===== src/rtl/core/assert_macros.svh =====
// Assertion macros shared by the RTL.
// Define ASSERT_OFF to compile every assertion away.
`ifndef ASSERT_MACROS_SVH
`define ASSERT_MACROS_SVH

`ifndef ASSERT_OFF

// Check a property on every clock edge outside reset.
`define ASSERT_PROP(label, clk_i, rst_ni, prop) \
    label: assert property (@(posedge clk_i) disable iff (!rst_ni) prop) \
        else $error("property violated");

// Check that a condition never holds outside reset.
`define ASSERT_NEVER(label, clk_i, rst_ni, expr) \
    label: assert property (@(posedge clk_i) disable iff (!rst_ni) !(expr)) \
        else $error("forbidden condition seen");

`else

`define ASSERT_PROP(label, clk_i, rst_ni, prop)
`define ASSERT_NEVER(label, clk_i, rst_ni, expr)

`endif

`endif


===== src/rtl/core/aip_pkg.sv =====
package aip_pkg;

    localparam int VALUE_W = 64;
    localparam int POS_W   = 16;
    localparam int CHAR_W  = 8;
    localparam int CFG_W   = 5;
    localparam int DIGIT_W = 4;

    localparam longint unsigned MAX_POSITION_DEF = 64'd65535;
    localparam int              QUEUE_DEPTH_DEF  = 2;

    // Register indexes on the configuration port
    localparam logic REG_NUMBER_BASE = 1'b0;
    localparam logic REG_SIGNED_MODE = 1'b1;

    localparam logic [CFG_W-1:0] BASE_RESET   = 5'd10;
    localparam logic             SIGNED_RESET = 1'b1;

    localparam logic [CFG_W-1:0] BASE_2  = 5'd2;
    localparam logic [CFG_W-1:0] BASE_8  = 5'd8;
    localparam logic [CFG_W-1:0] BASE_10 = 5'd10;
    localparam logic [CFG_W-1:0] BASE_16 = 5'd16;

    localparam logic [CHAR_W-1:0] CH_NUL   = 8'h00;
    localparam logic [CHAR_W-1:0] CH_MINUS = 8'h2D;
    localparam logic [CHAR_W-1:0] CH_0     = 8'h30;
    localparam logic [CHAR_W-1:0] CH_1     = 8'h31;
    localparam logic [CHAR_W-1:0] CH_7     = 8'h37;
    localparam logic [CHAR_W-1:0] CH_9     = 8'h39;
    localparam logic [CHAR_W-1:0] CH_UA    = 8'h41;
    localparam logic [CHAR_W-1:0] CH_UF    = 8'h46;
    localparam logic [CHAR_W-1:0] CH_LA    = 8'h61;
    localparam logic [CHAR_W-1:0] CH_LF    = 8'h66;

    typedef enum logic [1:0] {
        RADIX_2  = 2'd0,
        RADIX_8  = 2'd1,
        RADIX_10 = 2'd2,
        RADIX_16 = 2'd3
    } radix_t;

    typedef enum logic {
        OP_DIGIT = 1'b0,
        OP_EMIT  = 1'b1
    } op_kind_t;

    // Work handed from the front to the back
    typedef struct packed {
        op_kind_t           kind;
        radix_t             radix;
        logic [DIGIT_W-1:0] digit;
        logic               invalid;
        logic               neg;
        logic [POS_W-1:0]   pos;
    } op_t;

    typedef struct packed {
        logic [VALUE_W-1:0] value;
        logic [POS_W-1:0]   pos;
        logic               invalid;
    } result_t;

    typedef struct packed {
        logic skip;
        logic neg;
    } front_status_t;

endpackage


===== src/rtl/core/ascii_integer_parser_top.sv =====
// A stop character is registered in the op queue, then in the result queue.
// Throughput: one character per cycle while full is low, set by the shift-and-add accumulator.
// A full result queue holds a stop beat at the head of the op queue; characters are still
// taken until that queue fills, then full rises until the stop drains.
// Reset (rst_n low, asynchronous): base 10, signed mode on, string state cleared,
// both queues emptied.
`include "assert_macros.svh"

module ascii_integer_parser_top
    import aip_pkg::*;
#(
    parameter longint unsigned MAX_POSITION = MAX_POSITION_DEF,
    parameter int              QUEUE_DEPTH  = QUEUE_DEPTH_DEF
)
(
    input  logic               clk,
    input  logic               rst_n,
    // character side
    input  logic               push,
    output logic               full,
    input  logic [CHAR_W-1:0]  char_code,
    // result side
    output logic               empty,
    input  logic               pop,
    output logic [VALUE_W-1:0] parsed_value,
    output logic [POS_W-1:0]   stop_position,
    output logic               stopped_by_invalid,
    // configuration
    input  logic               cfg_wr_en,
    input  logic               cfg_index,
    input  logic [CFG_W-1:0]   cfg_data
);

    // Configuration registers
    logic [CFG_W-1:0] number_base_reg, number_base_next;
    logic             signed_mode_reg, signed_mode_next;

    // Front to back queue
    logic          accept;
    logic          op_push, op_pop, op_full, op_empty;
    op_t           op_in, op_out;
    front_status_t front_st;

    // Back to result queue
    logic    res_push, res_full;
    result_t res_in, res_out;

    // Decode configuration writes; hold otherwise
    always_comb
    begin
        number_base_next = number_base_reg;
        signed_mode_next = signed_mode_reg;
        if (cfg_wr_en)
        begin
            unique case (cfg_index)
                REG_NUMBER_BASE: number_base_next = cfg_data;
                REG_SIGNED_MODE: signed_mode_next = cfg_data[0];
                default:         number_base_next = number_base_reg;
            endcase
        end
    end

    always_ff @(posedge clk or negedge rst_n)
    begin
        if (!rst_n)
        begin
            number_base_reg <= BASE_RESET;
            signed_mode_reg <= SIGNED_RESET;
        end
        else
        begin
            number_base_reg <= number_base_next;
            signed_mode_reg <= signed_mode_next;
        end
    end

    // A character beat is taken whenever the op queue has room, even if it
    // turns out to be dropped (sign, skipped text)
    assign full   = op_full;
    assign accept = push && !op_full;

    // Front: classify characters, track sign, position and skipping
    aip_front #(
        .MAX_POSITION (MAX_POSITION)
    ) u_front (
        .clk         (clk),
        .rst_n       (rst_n),
        .accept      (accept),
        .char_code   (char_code),
        .number_base (number_base_reg),
        .signed_mode (signed_mode_reg),
        .op_push     (op_push),
        .op          (op_in),
        .status      (front_st)
    );

    // Short queue decouples classification from accumulation
    aip_fifo #(
        .WIDTH ($bits(op_t)),
        .DEPTH (QUEUE_DEPTH)
    ) u_op_queue (
        .clk     (clk),
        .rst_n   (rst_n),
        .wr_en   (op_push),
        .wr_data (op_in),
        .full    (op_full),
        .rd_en   (op_pop),
        .rd_data (op_out),
        .empty   (op_empty)
    );

    // Back: advance the accumulator, form results at a stop
    aip_back u_back (
        .clk      (clk),
        .rst_n    (rst_n),
        .op_empty (op_empty),
        .op       (op_out),
        .op_pop   (op_pop),
        .res_full (res_full),
        .res_push (res_push),
        .res      (res_in)
    );

    // Result queue: results wait here while the next string streams in
    aip_fifo #(
        .WIDTH ($bits(result_t)),
        .DEPTH (QUEUE_DEPTH)
    ) u_res_queue (
        .clk     (clk),
        .rst_n   (rst_n),
        .wr_en   (res_push),
        .wr_data (res_in),
        .full    (res_full),
        .rd_en   (pop),
        .rd_data (res_out),
        .empty   (empty)
    );

    assign parsed_value       = res_out.value;
    assign stop_position      = res_out.pos;
    assign stopped_by_invalid = res_out.invalid;

    // A terminator always leaves the front ready for a fresh string
    `ASSERT_PROP(a_nul_clears, clk, rst_n, accept && char_code == CH_NUL |=> !front_st.skip && !front_st.neg)
    // Skipping drops the sign with the rest of the string
    `ASSERT_NEVER(a_skip_no_sign, clk, rst_n, front_st.skip && front_st.neg)
    // No stop op is issued while the rest of a string is being skipped
    `ASSERT_NEVER(a_skip_no_op, clk, rst_n, front_st.skip && op_push && (op_in.kind == OP_EMIT))
    // The back never writes a result into a full queue
    `ASSERT_NEVER(a_res_overrun, clk, rst_n, res_push && res_full)

endmodule


===== src/rtl/core/aip_fifo.sv =====
module aip_fifo
    import aip_pkg::*;
#(
    parameter int WIDTH = 8,
    parameter int DEPTH = QUEUE_DEPTH_DEF
)
(
    input  logic             clk,
    input  logic             rst_n,
    input  logic             wr_en,
    input  logic [WIDTH-1:0] wr_data,
    output logic             full,
    input  logic             rd_en,
    output logic [WIDTH-1:0] rd_data,
    output logic             empty
);

    localparam int PTR_W = (DEPTH > 1) ? $clog2(DEPTH) : 1;
    localparam int CNT_W = $clog2(DEPTH + 1);
    localparam logic [PTR_W-1:0] PTR_LAST = PTR_W'(DEPTH - 1);
    localparam logic [CNT_W-1:0] CNT_FULL = CNT_W'(DEPTH);

    logic [WIDTH-1:0] mem_reg [DEPTH];
    logic [PTR_W-1:0] wr_ptr_reg, wr_ptr_next;
    logic [PTR_W-1:0] rd_ptr_reg, rd_ptr_next;
    logic [CNT_W-1:0] count_reg, count_next;
    logic             do_wr, do_rd;

    assign full    = (count_reg == CNT_FULL);
    assign empty   = (count_reg == '0);
    assign do_wr   = wr_en && !full;
    assign do_rd   = rd_en && !empty;
    assign rd_data = mem_reg[rd_ptr_reg];

    always_comb
    begin
        wr_ptr_next = wr_ptr_reg;
        rd_ptr_next = rd_ptr_reg;
        count_next  = count_reg;
        if (do_wr)
        begin
            wr_ptr_next = (wr_ptr_reg == PTR_LAST) ? '0 : wr_ptr_reg + 1'b1;
        end
        if (do_rd)
        begin
            rd_ptr_next = (rd_ptr_reg == PTR_LAST) ? '0 : rd_ptr_reg + 1'b1;
        end
        if (do_wr && !do_rd)
        begin
            count_next = count_reg + 1'b1;
        end
        else if (do_rd && !do_wr)
        begin
            count_next = count_reg - 1'b1;
        end
    end

    always_ff @(posedge clk or negedge rst_n)
    begin
        if (!rst_n)
        begin
            wr_ptr_reg <= '0;
            rd_ptr_reg <= '0;
            count_reg  <= '0;
        end
        else
        begin
            wr_ptr_reg <= wr_ptr_next;
            rd_ptr_reg <= rd_ptr_next;
            count_reg  <= count_next;
        end
    end

    always_ff @(posedge clk)
    begin
        if (do_wr)
        begin
            mem_reg[wr_ptr_reg] <= wr_data;
        end
    end

endmodule


===== src/rtl/core/aip_front.sv =====
module aip_front
    import aip_pkg::*;
#(
    parameter longint unsigned MAX_POSITION = MAX_POSITION_DEF
)
(
    input  logic              clk,
    input  logic              rst_n,
    input  logic              accept,
    input  logic [CHAR_W-1:0] char_code,
    input  logic [CFG_W-1:0]  number_base,
    input  logic              signed_mode,
    output logic              op_push,
    output op_t               op,
    output front_status_t     status
);

    localparam int IDX_W = $clog2(MAX_POSITION + 64'd1);
    localparam logic [IDX_W-1:0] IDX_MAX = IDX_W'(MAX_POSITION);

    logic [IDX_W-1:0]   idx_reg, idx_next, idx_adv;
    logic               neg_reg, neg_next;
    logic               skip_reg, skip_next;
    logic               radix_ok;
    radix_t             radix;
    logic               is_dec, is_lower, is_upper, digit_ok;
    logic [DIGIT_W-1:0] digit;
    logic [POS_W-1:0]   pos;

    assign status.skip = skip_reg;
    assign status.neg  = neg_reg;

    // Radix decode; any other base makes all but NUL and a signed-mode leading minus invalid
    always_comb
    begin
        radix_ok = 1'b1;
        radix    = RADIX_10;
        unique case (number_base)
            BASE_2:  radix = RADIX_2;
            BASE_8:  radix = RADIX_8;
            BASE_10: radix = RADIX_10;
            BASE_16: radix = RADIX_16;
            default: radix_ok = 1'b0;
        endcase
    end

    assign is_dec   = (char_code >= CH_0)  && (char_code <= CH_9);
    assign is_lower = (char_code >= CH_LA) && (char_code <= CH_LF);
    assign is_upper = (char_code >= CH_UA) && (char_code <= CH_UF);

    always_comb
    begin
        digit    = char_code[DIGIT_W-1:0];
        digit_ok = 1'b0;
        unique case (radix)
            RADIX_2:  digit_ok = (char_code >= CH_0) && (char_code <= CH_1);
            RADIX_8:  digit_ok = (char_code >= CH_0) && (char_code <= CH_7);
            RADIX_10: digit_ok = is_dec;
            RADIX_16:
            begin
                digit_ok = is_dec || is_lower || is_upper;
                // letters: low nibble 1..6 maps to 10..15
                if (!is_dec)
                begin
                    digit = char_code[DIGIT_W-1:0] + 4'd9;
                end
            end
            default: digit_ok = 1'b0;
        endcase
        digit_ok = digit_ok && radix_ok;
    end

    assign idx_adv = (idx_reg == IDX_MAX) ? idx_reg : idx_reg + 1'b1;

    // Clamp the position to the width of the result field
    always_comb
    begin
        if (64'(idx_reg) > 64'(16'hFFFF))
        begin
            pos = '1;
        end
        else
        begin
            pos = POS_W'(idx_reg);
        end
    end

    always_comb
    begin
        idx_next   = idx_reg;
        neg_next   = neg_reg;
        skip_next  = skip_reg;
        op_push    = 1'b0;
        op.kind    = OP_DIGIT;
        op.radix   = radix;
        op.digit   = digit;
        op.invalid = 1'b0;
        op.neg     = neg_reg;
        op.pos     = pos;
        if (accept)
        begin
            if (skip_reg)
            begin
                // drop the rest of the string; NUL clears
                if (char_code == CH_NUL)
                begin
                    idx_next  = '0;
                    neg_next  = 1'b0;
                    skip_next = 1'b0;
                end
            end
            else if (char_code == CH_NUL)
            begin
                op_push  = 1'b1;
                op.kind  = OP_EMIT;
                idx_next = '0;
                neg_next = 1'b0;
            end
            else if ((char_code == CH_MINUS) && (idx_reg == '0) && !neg_reg && signed_mode)
            begin
                neg_next = 1'b1;
                idx_next = idx_adv;
            end
            else if (digit_ok)
            begin
                op_push  = 1'b1;
                idx_next = idx_adv;
            end
            else
            begin
                op_push    = 1'b1;
                op.kind    = OP_EMIT;
                op.invalid = 1'b1;
                idx_next   = '0;
                neg_next   = 1'b0;
                skip_next  = 1'b1;
            end
        end
    end

    always_ff @(posedge clk or negedge rst_n)
    begin
        if (!rst_n)
        begin
            idx_reg  <= '0;
            neg_reg  <= 1'b0;
            skip_reg <= 1'b0;
        end
        else
        begin
            idx_reg  <= idx_next;
            neg_reg  <= neg_next;
            skip_reg <= skip_next;
        end
    end

endmodule


===== src/rtl/core/aip_back.sv =====
module aip_back
    import aip_pkg::*;
(
    input  logic    clk,
    input  logic    rst_n,
    input  logic    op_empty,
    input  op_t     op,
    output logic    op_pop,
    input  logic    res_full,
    output logic    res_push,
    output result_t res
);

    logic [VALUE_W-1:0] acc_reg, acc_next;
    logic [VALUE_W-1:0] digit_ext;
    logic [VALUE_W-1:0] scaled;

    // Digits never wait; a stop waits for room in the result queue
    assign op_pop   = !op_empty && ((op.kind == OP_DIGIT) || !res_full);
    assign res_push = op_pop && (op.kind == OP_EMIT);

    assign digit_ext = VALUE_W'(op.digit);

    always_comb
    begin
        unique case (op.radix)
            RADIX_2:  scaled = {acc_reg[VALUE_W-2:0], 1'b0};
            RADIX_8:  scaled = {acc_reg[VALUE_W-4:0], 3'b000};
            RADIX_10: scaled = {acc_reg[VALUE_W-4:0], 3'b000} + {acc_reg[VALUE_W-2:0], 1'b0};
            RADIX_16: scaled = {acc_reg[VALUE_W-5:0], 4'b0000};
            default:  scaled = acc_reg;
        endcase
    end

    assign res.value   = op.neg ? (VALUE_W'(0) - acc_reg) : acc_reg;
    assign res.pos     = op.pos;
    assign res.invalid = op.invalid;

    always_comb
    begin
        acc_next = acc_reg;
        if (op_pop)
        begin
            if (op.kind == OP_EMIT)
            begin
                acc_next = '0;
            end
            else
            begin
                acc_next = scaled + digit_ext;
            end
        end
    end

    always_ff @(posedge clk or negedge rst_n)
    begin
        if (!rst_n)
        begin
            acc_reg <= '0;
        end
        else
        begin
            acc_reg <= acc_next;
        end
    end

endmodule

===== config.mk =====
export PLATFORM = sky130hd
export DESIGN_NAME = ascii_integer_parser_top
export DESIGN_NICKNAME = d
export VERILOG_FILES = /design/src/rtl/core/aip_pkg.sv /design/src/rtl/core/ascii_integer_parser_top.sv /design/src/rtl/core/aip_fifo.sv /design/src/rtl/core/aip_front.sv /design/src/rtl/core/aip_back.sv
export VERILOG_INCLUDE_DIRS = /design/src /design/src/rtl/core
export SDC_FILE = /design/constraint.sdc
export NUM_CORES = 1
export LEC_CHECK = 0
export BUFFER_PORTS_ARGS = -buffer_cell sky130_fd_sc_hd__buf_2
export CORE_ASPECT_RATIO = 0.75
export CORE_UTILIZATION = 50
export DETAILED_ROUTE_END_ITERATION = 7
export PLACE_DENSITY = 0.7
export SETUP_SLACK_MARGIN = 0.1
export SLEW_MARGIN = 20
export SYNTH_ARGS = -nofsm -noshare
export SYNTH_HDL_FRONTEND = slang
export SYNTH_SLANG_ARGS = --single-unit

===== constraint.sdc =====
create_clock -name clk -period 7.4 [get_ports clk]
set_input_delay 2.22 -clock clk [delete_from_list [all_inputs] [get_ports clk]]
set_output_delay 2.22 -clock clk [all_outputs]
set_load 0.005 [all_outputs]

Yosys cells after proc, flatten, opt, wreduce, memory -nomap -nowiden:

Memories as Yosys holds them, arrays and structs flattened.
Index checks and enable logic that the tools add are counted.

* flip-flop bits (word level): 96
* latch bits: 0
* memory bits (writable): 212
* memory bits (read-only): 0
* input bits: 19
* output and inout bits: 83
* logic and storage cells: 143
* memories kept: 2

* add/sub/neg operators: 13
* multipliers: 0
* div/mod/pow operators: 0
* magnitude comparators: 8
* equality and inequality tests: 16
* shifts and indexed selects: 0
* multiplexer cells: 45
* bitwise gates (word level): 2
* reductions and logical operators: 45

Memories
* u_res_queue.mem_reg: words 2, width 81, read ports 1, clocked after memory_dff 0, wr ports 1, line aip_fifo.sv:23 `logic [WIDTH-1:0] mem_reg [DEPTH];`
* u_op_queue.mem_reg: words 2, width 25, read ports 1, clocked after memory_dff 0, wr ports 1, line aip_fifo.sv:23

Operator list (number)
* 64-bit one-hot mux with 4 select lines: 1
* 64-bit 2-to-1 mux: 2
* 16-bit 2-to-1 mux: 6
* 64-bit by 4-bit adder with 64-bit output: 1
* 64-bit adder: 1
* 1-bit by 64-bit subtractor with 64-bit output (first input constant): 1
* 1-bit 2-to-1 mux: 28
* 8-bit by 6-bit <= comparator with 1-bit output (second input constant): 3
* 1-bit logical AND: 20
* 16-bit by 1-bit adder with 16-bit output (second input constant): 1
* 16-bit == test (second input constant): 1
* 8-bit by 7-bit greater-or-equal comparator with 1-bit output (second input constant): 2
* 8-bit by 7-bit <= comparator with 1-bit output (second input constant): 2
* 16-bit zero test: 1
* 2-bit == test (second input constant): 6
* 5-bit by 4-bit == test with 1-bit output (second input constant): 2
* 1-bit zero test: 9
* 8-bit by 6-bit == test with 1-bit output (second input constant): 1
* 8-bit by 6-bit greater-or-equal comparator with 1-bit output (second input constant): 1
* 2-bit zero test: 4
* 8-bit zero test: 1
* 2-bit 2-to-1 mux: 4
* 4-bit 2-to-1 mux: 2
* 2-bit one-hot mux with 3 select lines: 1
* 16 further kinds: 28

Longest topological paths before layout:

Gate-level depths: netlist (run 1).

* depth after elaboration: 13
* gate-level depth with buffers: 22

By module:

Synthesis (run 1) repeated with hierarchy kept, for this count alone.

* cell total of the unflattened synthesis: 2181
* area, all modules: 21769.6 µm²

By module, submodules not included
* aip_back: instances 1, cells an instance 1608, area an instance 11442.2 µm²
* aip_fifo (u_res_queue): instances 1, cells an instance 271, area an instance 6441.2 µm²
* aip_fifo (u_op_queue): instances 1, cells an instance 97, area an instance 2102.0 µm²
* aip_front: instances 1, cells an instance 190, area an instance 1539.0 µm²
* ascii_integer_parser_top: instances 1, cells an instance 15, area an instance 245.2 µm²

Worst setup path before layout (run 1):

OpenSTA, ideal clock, no wires.

* path kind: reg-to-reg
* start point: register u_op_queue.count_reg[0]
* end point: memory u_res_queue.mem_reg[0][0] (netlist name) (enable)
* data arrival time: 6.603 ns
* data required time: 6.780 ns
* slack: 0.178 ns
* cell stages (with the launch flop): 5
* buffers on the path: 2
* clock period less this slack: 7.222 ns
* cell sequence: dfrtp_1 clkbuf_1 o22ai_1 clkbuf_1 nor3_1

* cells in the longest elaborated chain, start to end: 7

Ends and longest elaborated chain
* start: declaration: line aip_fifo.sv:26 `logic [CNT_W-1:0] count_reg, count_next;`
* start signal: assignment: line aip_fifo.sv:70 `count_reg <= count_next;`
* 2-bit zero test: line aip_fifo.sv:30 `assign empty = (count_reg == '0);`
* 1-bit zero test: line aip_back.sv:19 `assign op_pop = !op_empty && ((op.kind == OP_DIGIT) || !res_full);`
* 1-bit logical AND: line aip_back.sv:19
* 1-bit logical AND: line aip_back.sv:20 `assign res_push = op_pop && (op.kind == OP_EMIT);`
* 1-bit logical AND: line aip_fifo.sv:31 `assign do_wr = wr_en && !full;`
* 1-bit 2-to-1 mux: line aip_fifo.sv:76 `if (do_wr)`
* 1-bit 2-to-1 mux (implied by the code): line aip_fifo.sv:78 `mem_reg[wr_ptr_reg] <= wr_data;`
* end: declaration: line aip_fifo.sv:23

No other way between the ends.

Worst setup path in the final report (run 1):

* start point: register u_op_queue.rd_ptr_reg
* end point: register u_back.acc_reg[61]

* cells in the longest elaborated chain, start to end: 5

Ends and longest elaborated chain
* start: declaration: line aip_fifo.sv:25 `logic [PTR_W-1:0] rd_ptr_reg, rd_ptr_next;`
* start signal: assignment: line aip_fifo.sv:69 `rd_ptr_reg <= rd_ptr_next;`
* memory 2 x 25 bit (*)
* 2-bit == test (tied with other cells): line aip_back.sv:26 `unique case (op.radix)`
* 64-bit one-hot mux with 4 select lines: line aip_back.sv:26
* 64-bit by 4-bit adder with 64-bit output: line aip_back.sv:50 `acc_next = scaled + digit_ext;`
* 64-bit 2-to-1 mux: line aip_back.sv:44 `if (op.kind == OP_EMIT)`
* end signal: assignment: line aip_back.sv:63 `acc_reg <= acc_next;`
* end: declaration: line aip_back.sv:14 `logic [VALUE_W-1:0] acc_reg, acc_next;`

Every way passes the cells marked *; elsewhere a longest branch is shown, timed or not.
A chain may end at the register's enable or synchronous reset.

==> results of run 1 <==
-- layout by cell type (no fill, tap or decap), types with 81 or more instances in the layout --
cell type and instances:
buf_2 100, edfxtp_1 212, o21ai_0 172, a21oi_1 155, nor2_1 177, dfrtp_1 91, mux2_2 112, xnor2_1 81
nand2_1 229, nand3_1 100
-- critical path, cell delays in order (launching register included) --
cell	delay, ns
dfrtp_2	1.03
mux2_2	0.65
buf_4	0.31
nor2_4	0.47
and3_1	0.24
o32ai_1	0.14
nor4_2	0.48
nand4_1	0.35
or4_1	0.49
or4_4	0.48
nor3_4	0.31
and2_1	0.33
a211oi_1	0.11
a211o_1	0.31
-- logic make-up after synthesis --
| kind of cell | count (synthesis) | synth area share [%] |
|---|---|---|
| AO/OA/AOI/OAI | 597 | 18.0 |
| XOR/XNOR | 151 | 6.25 |
| adder cells (fa/ha/maj) | 75 | 4.51 |
| buffers and inverters | 186 | 3.50 |
| flip-flops | 308 | 41.5 |
| multiplexers | 131 | 6.94 |
| AND/OR/NAND/NOR | 817 | 19.3 |
-- report_power, final --
part	total (mW)	leakage, nW	internal, mW	switching (mW)
registers	3.34	3.16	2.58	0.759
logic	5.07	4.72	1.86	3.21
clock network	1.74	0.556	1.04	0.696
-- layout make-up --
class | instances | area, um^2 | share of cell area [%]
Multi-Input combinational cell | 1771 | 11700 | 50.4
Sequential cell | 308 | 8780 | 37.9
Clock buffer | 42 | 881 | 3.80
Tap cell | 561 | 702 | 3.03
Timing Repair Buffer | 125 | 701 | 3.02
Clock inverter | 20 | 293 | 1.26
Inverter | 37 | 139 | 0.599
-- final timing paths --
path,from,end
max in group asynchronous,rst_n,u_res_queue.rd_ptr_reg$_DFFE_PN0P_
max,u_op_queue.rd_ptr_reg$_DFFE_PN0P_,u_back.acc_reg[61]$_DFFE_PN0P_
min reg2reg,u_res_queue.wr_ptr_reg$_DFFE_PN0P_,u_res_queue.wr_ptr_reg$_DFFE_PN0P_
min,u_res_queue.wr_ptr_reg$_DFFE_PN0P_,u_res_queue.wr_ptr_reg$_DFFE_PN0P_
max reg2reg,u_op_queue.rd_ptr_reg$_DFFE_PN0P_,u_back.acc_reg[61]$_DFFE_PN0P_
min in group asynchronous,rst_n,u_back.acc_reg[10]$_DFFE_PN0P_
-- metal layers --
metal,vias up,global-route usage (%)
met5,-,0
met4,0,5.44
met3,97,6.08
met2,1048,41.0
met1,9068,48.8
li1,8502,-
-- per-stage QoR --
stage                     utilization [%]  hold WS [ns]  cell area [um^2]  worst slack [ns]  instances
after floorplan                         -         0.449             21200             0.178       2265
after global placement               53.3         0.493             22000              1.74       2801
after detailed placement             53.3         0.508             22000              1.63       2801
after CTS                            56.2         0.517             23200              1.64       2863
after global routing                 56.2         0.545             23200              1.21       2864
final                                56.2         0.521             23200              1.53       2864
==> reports/qor.txt, run 1 <==
Status - finished clean
Syn Area/Cell - 9.34 um^2
DRC viols - 0
Diodes inserted - 0
Met2 wire length - 26.3 mm
Layout cell share with drive strength beyond 1 - 14.9%
WL met1 - 30.9 mm
Vias per inst - 6.53
Power per Cell Area - 438 nW/um^2
FMAX - 170 MHz
Mapped Area - 21200 um^2
GRT Residual Overflow - 0
Setup violators final - 0
Seq cells post-synth - 308
Top-Level Pins - 102
Biggest area consumer among synthesized cells - edfxtp_1
Power Total - 10.1 mW
CP endpoint kind - register
Width of the chip - 240 um
Clock root buffer - clkbuf_16
Hold depth - 1
Synth-to-layout area growth - 9.59%
Peak VDD IR - 0.294 mV
Syn nets - 2359
Synthesis warning total - 0
Detailed Routing Iterations Pass 1 - 5
Clock skew - 0.0220 ns
Final HPWL DP - 48.8 mm
Setup TNS - 0 ns
Post-cts sizing count - 0
Routed via count - 18715
Relative slew slack - 29.7%
Sink Count - 308
Max reg flops - 162
Pin count of the biggest net entering global routing - 105
Worst endpoint required time - 7.82 ns
Die H - 180 um
Top-count cell post-synth - nand2_1
Fin nets - 2371
Initial antenna violation count - 0
Worst min path class - reg2reg
Die ar. - 43100 um^2
CP arrival - 6.29 ns
Starting density of the core - 51.3%
Filler cells - 3569
Ys async rst share - 31.2%
DRT iter0 DRCs - 2442
Tmin final - 5.87 ns
First-pass GRT wire length - 101 mm
Synth unique cells - 103
Synth top cells by count - nand2_1 (229), edfxtp_1 (212), nor2_1 (178)
Topmost layer with routed signal wires - met4
Met3 WL - 7.85 mm
Lkg Pwr - 8.44 nW
Final slew viol count - 0
Routed wire length - 66.0 mm
Clock latency on the worst-skew pair - 0.53 ns
# rows - 64
IO buf count - 101
Dominant synthesized flop cell - edfxtp_1
Remaining antenna violation count after routing - 0
Top-area cell type share of the netlist area - 30.1%
Hold Buf Count CTS - 0
Core area - 41200 um^2
CTS tree - built
TritonCTS Buffers - 34
Worst reg-to-reg path cell count - 13
Setup repair bufs after CTS - 0
Synth top area cells - edfxtp_1 (30%), dfrtp_1 (11%), mux2_2 (6.0%)
R2R Setup Slk - 1.53 ns
Final Hold Viols - 0
Clock-pin slew on the worst setup and hold paths - 0.06 ns
Setup crit start kind - register
Number of synthesized flops with an enable pin - 212
Cells after Synth - 2265
Vias in the first global route - 17010
Part of the Yosys area used for sequential elements - 41.5%
All-Layer GR Usage - 30.2%
Gpl congestion - 1.04
Final period util - 79.4%
Worst-Margin Slew - 1.03 ns
Worst setup path category - reg2reg
H-Tree Depth - 2
Max_cap viols - 0
Unrepaired setup endpoints after global routing - false
Crit path max fanout - 38
Mean routed wirelength per cell - 23.0 um
Maximum count of clock buffers along a single path - 3
Power figures use the tool's default switching activity.
==> run 2, diff against run 1 <==
--- a/config.mk
+++ b/config.mk
@@ -6,11 +6,12 @@
 export SDC_FILE = /design/constraint.sdc
 export NUM_CORES = 1
 export LEC_CHECK = 0
+export ABC_AREA = 1
 export BUFFER_PORTS_ARGS = -buffer_cell sky130_fd_sc_hd__buf_2
 export CORE_ASPECT_RATIO = 0.75
 export CORE_UTILIZATION = 50
 export DETAILED_ROUTE_END_ITERATION = 7
-export PLACE_DENSITY = 0.7
+export PLACE_DENSITY = 0.67
 export SETUP_SLACK_MARGIN = 0.1
 export SLEW_MARGIN = 20
 export SYNTH_ARGS = -nofsm -noshare
==> constraint.sdc (replaced) <==
create_clock -name clk -period 6.11 [get_ports clk]
set_input_delay 1.833 -clock clk [delete_from_list [all_inputs] [get_ports clk]]
set_output_delay 1.833 -clock clk [all_outputs]
set_load 0.005 [all_outputs]
==> reports/qor.txt, run 2 <==
Synth top area cells - edfxtp_1 (27%), nand2_1 (20%), dfrtp_1 (10%)
Diodes inserted - 0 (unchanged)
Relative slew slack - 20.5% (-9.2 points)
Area of the multi-input gates - 12000 um^2 (+2.9%)
Cells after Synth - 3459 (+53%)
Peak VDD IR - 0.406 mV (+38%)
Worst setup path category - reg2reg
Int Power - 6.39 mW (+16%)
Seq pwr share - 30.7% (-2.2 points)
Most common cell after layout, fill and taps aside - nand2_1
Setup crit start - u_back.acc_reg[1]$_DFFE_PN0P_
Final design utilization - 55.0% (-1.2 points)
Clock skew - 0.0172 ns (-0.00482 ns)
Final slew viol count - 0 (unchanged)
Lkg Pwr - 12.4 nW (+47%)
GRT Residual Overflow - 0 (unchanged)
Biggest area consumer among synthesized cells - edfxtp_1
Mapped Area - 23300 um^2 (+10%)
Vias in the first global route - 21110 (+24%)
First-pass GRT wire length - 128 mm (+27%)
Critical Path Slowest Stage Cell - nor4_1
Detailed Routing Iterations Pass 1 - 8 (+3)
Routed wire length - 85.8 mm (+30%)
Status - finished, violations left
Crit path max-delay family - simple AND/OR/NAND/NOR gates
Synth unique cells - 58 (-44%)
Sink Count - 308 (unchanged)
Dominant synthesized flop cell - edfxtp_1
Number of synthesized flops with an enable pin - 212 (unchanged)
HP Start - number_base_reg[3]$_DFFE_PN1P_
Synthesis warning total - 0 (unchanged)
DRC viols - 21 (+21)
Most frequent cells in the layout - nand2_1 (1224), inv_1 (556), nor2_1 (330)
All-Layer GR Usage - 35.7% (+5.5 points)
Synth top cells by count - nand2_1 (1224), inv_1 (556), nor2_1 (335)
Remaining antenna violation count after routing - 0 (unchanged)
Clock-pin slew on the worst setup and hold paths - 0.07 ns (about the same)
Post-Place Setup Slack - 1.51 ns (-0.120 ns)
CTS tree - built
Final period util - 78.1% (-1.3 points)
# rows - 68 (+6.3%)
Die H - 189 um (+4.9%)
Final HPWL DP - 67.6 mm (+39%)
Routed via count - 23458 (+25%)
Setup repair bufs after CTS - 0 (unchanged)
Synth-to-layout area growth - 8.72%
Core area - 46000 um^2 (+12%)
R2R Path Start - u_back.acc_reg[1]$_DFFE_PN0P_
TritonCTS Buffers - 29 (-15%)
Hold Buf Count CTS - 0 (unchanged)
Vias per inst - 5.61 (-14%)
Starting density of the core - 50.6% (-0.68 points)
Max_cap viols - 0 (unchanged)
Top-area cell type share of the netlist area - 27.3% (-2.8 points)
CP arrival - 5.12 ns (-1.17 ns)
Unrepaired setup endpoints after global routing - false
Ys async rst share - 31.2% (unchanged)
Initial antenna violation count - 0 (unchanged)
Gpl congestion - 1.01 (-2.5%)
CP endpoint kind - register
H-Tree Depth - 1 (-1)
Worst-Margin Slew - 1.19 ns (+0.159 ns)
Placed Instance Area - 24400 um^2 (+11%)
Setup violators final - 0 (unchanged)
Pin count of the biggest net entering global routing - 82 (-22%)
Die ar. - 47500 um^2 (+10%)
Clock power share - 14.2% (-2.9 points)
Setup TNS - 0 ns (unchanged)
DRT iter0 DRCs - 2841 (+16%)
Crit path max fanout - 6 (-84%)
Setup crit start kind - register
Syn Area/Cell - 6.74 um^2 (-28%)
Syn nets - 3553 (+51%)
Combinational Power Share - 55.1% (+5.1 points)
Final Hold Viols - 0 (unchanged)
Part of the Yosys area used for sequential elements - 37.7% (-3.8 points)
FMAX - 210 MHz (+23%)
Top-count cell post-synth - nand2_1
Power per Cell Area - 510 nW/um^2 (+17%)
Final WS setup - 1.34 ns (-0.189 ns)
Worst path cell trace - inv_1 -> nand4_1 -> nor3_2 -> nand4_1 -> nor2_1 -> nand4_1 -> nor2_1 -> nand3_1 -> nor4_1 -> nand3_1 -> nand2_1 -> o21ai_0 -> xor2_1
Maximum count of clock buffers along a single path - 3 (unchanged)
Top-Level Pins - 102 (unchanged)
NetSw - 6.53 mW (+40%)
Worst endpoint required time - 6.46 ns (-1.36 ns)
Buf+Inv Stages, Crit Path - 1 (unchanged)
Mean routed wirelength per cell - 20.5 um (-11%)
Seq cells post-synth - 308 (unchanged)
Tmin final - 4.77 ns (-1.10 ns)
Clock root buffer - clkbuf_16
Cell repeated most along the worst path - nand4_1
Max reg flops - 162 (unchanged)
Failing checks - design-rule violations
Clock latency on the worst-skew pair - 0.58 ns (+0.05 ns)
Worst min path class - reg2reg
Seq. cell area - 8770 um^2 (about the same)
Filler cells - 4512 (+26%)
Fin nets - 3623 (+53%)
Final instance area - 25300 um^2 (+9.3%)
Layout cell share with drive strength beyond 1 - 7.12% (-7.8 points)
IO buf count - 101 (unchanged)
Crit path largest cell delay - 0.88 ns (-0.15 ns)
Switching share of power - 50.6% (+4.6 points)
Post-cts sizing count - 0 (unchanged)
Width of the chip - 251 um (+4.9%)
run 2: cell types whose count changed in the layout (fill, tap and decap cells not counted), sizes merged, moves of 38 or more:
cell / change
mux2: -109
nor3: -48
nor2: +182
nand3: +120
xnor2: -75
nand2: +1004
o21ai: +38
a21oi: -46
inv: +528
run 2: worst reg2reg max path: stages, from the launching register on:
cell and delay [ns]:
dfrtp_1 0.51, inv_1 0.26, nand4_1 0.20, nor3_2 0.27
nand4_1 0.21, nor2_1 0.23, nand4_1 0.19, nor2_1 0.41
nand3_1 0.32, nor4_1 0.88, nand3_1 0.40, nand2_1 0.22
o21ai_0 0.13, xor2_1 0.33
run 2: power groups by stage:
stage          logic (mW)  clock network, mW  registers, mW
3_5_place_dp         6.93                  0           3.97
5_1_grt              7.83               1.93           4.02
3_3_place_gp         6.85                  0           3.95
2_1_floorplan        4.79                  0           3.64
6_report             7.12               1.84           3.97
4_1_cts              6.97               1.85           3.93
run 2: worst paths after layout:
check,to,slack [ns],depth (start not counted)
setup / recovery,u_res_queue.mem_reg[0][70]$_DFFE_PP_,1.34,13
hold / removal,number_base_reg[3]$_DFFE_PN1P_,0.51,2
setup reg to reg,u_res_queue.mem_reg[0][70]$_DFFE_PP_,1.34,13
hold reg to reg,number_base_reg[3]$_DFFE_PN1P_,0.51,2
max in group asynchronous,u_back.acc_reg[44]$_DFFE_PN0P_,3.63,2
min in group asynchronous,u_front.idx_reg[3]$_DFFE_PN0P_,1.40,1
run 2: through the flow:
step	total power, mW	instances	hold WS (ns)
after detailed placement	10.9	4128	0.500
after CTS	12.8	4181	0.511
after floorplan	8.43	3459	0.464
after global placement	10.8	4128	0.487
after global routing	13.8	4181	0.541
final	12.9	4181	0.510
run 2: final cells by class:
class / instances / share of cell area (%)
tap: 630 / 3.11
timing repair buffer: 122 / 2.63
clock inverter: 16 / 0.701
clock buffer: 37 / 3.02
inverter: 566 / 8.41
multi-input combinational: 2502 / 47.5
sequential: 308 / 34.6
run 2: logic make-up (layout without fill, tap and decap cells):
family          after synthesis  count (layout)  share of synthesized area, %
compound gates              390             390                          9.12
xor+xnor                     77              77                          2.89
fa+ha+maj                    75              75                          4.09
buf+inv                     649             741                          10.9
flops                       308             308                          37.7
mux                           3               3                         0.145
simple gates               1957            1957                          35.2
run 2: metal layers:
metal  part of all wire [%]  up-vias  wire, um  track usage, %
li1                       -    11211         -               -
met1                     47    10951     40500            55.9
met2                     40     1190     34600            50.8
met3                     10      104      8860            6.54
met4                    2.1        2      1770            7.04
met5                  0.027        -        23               0
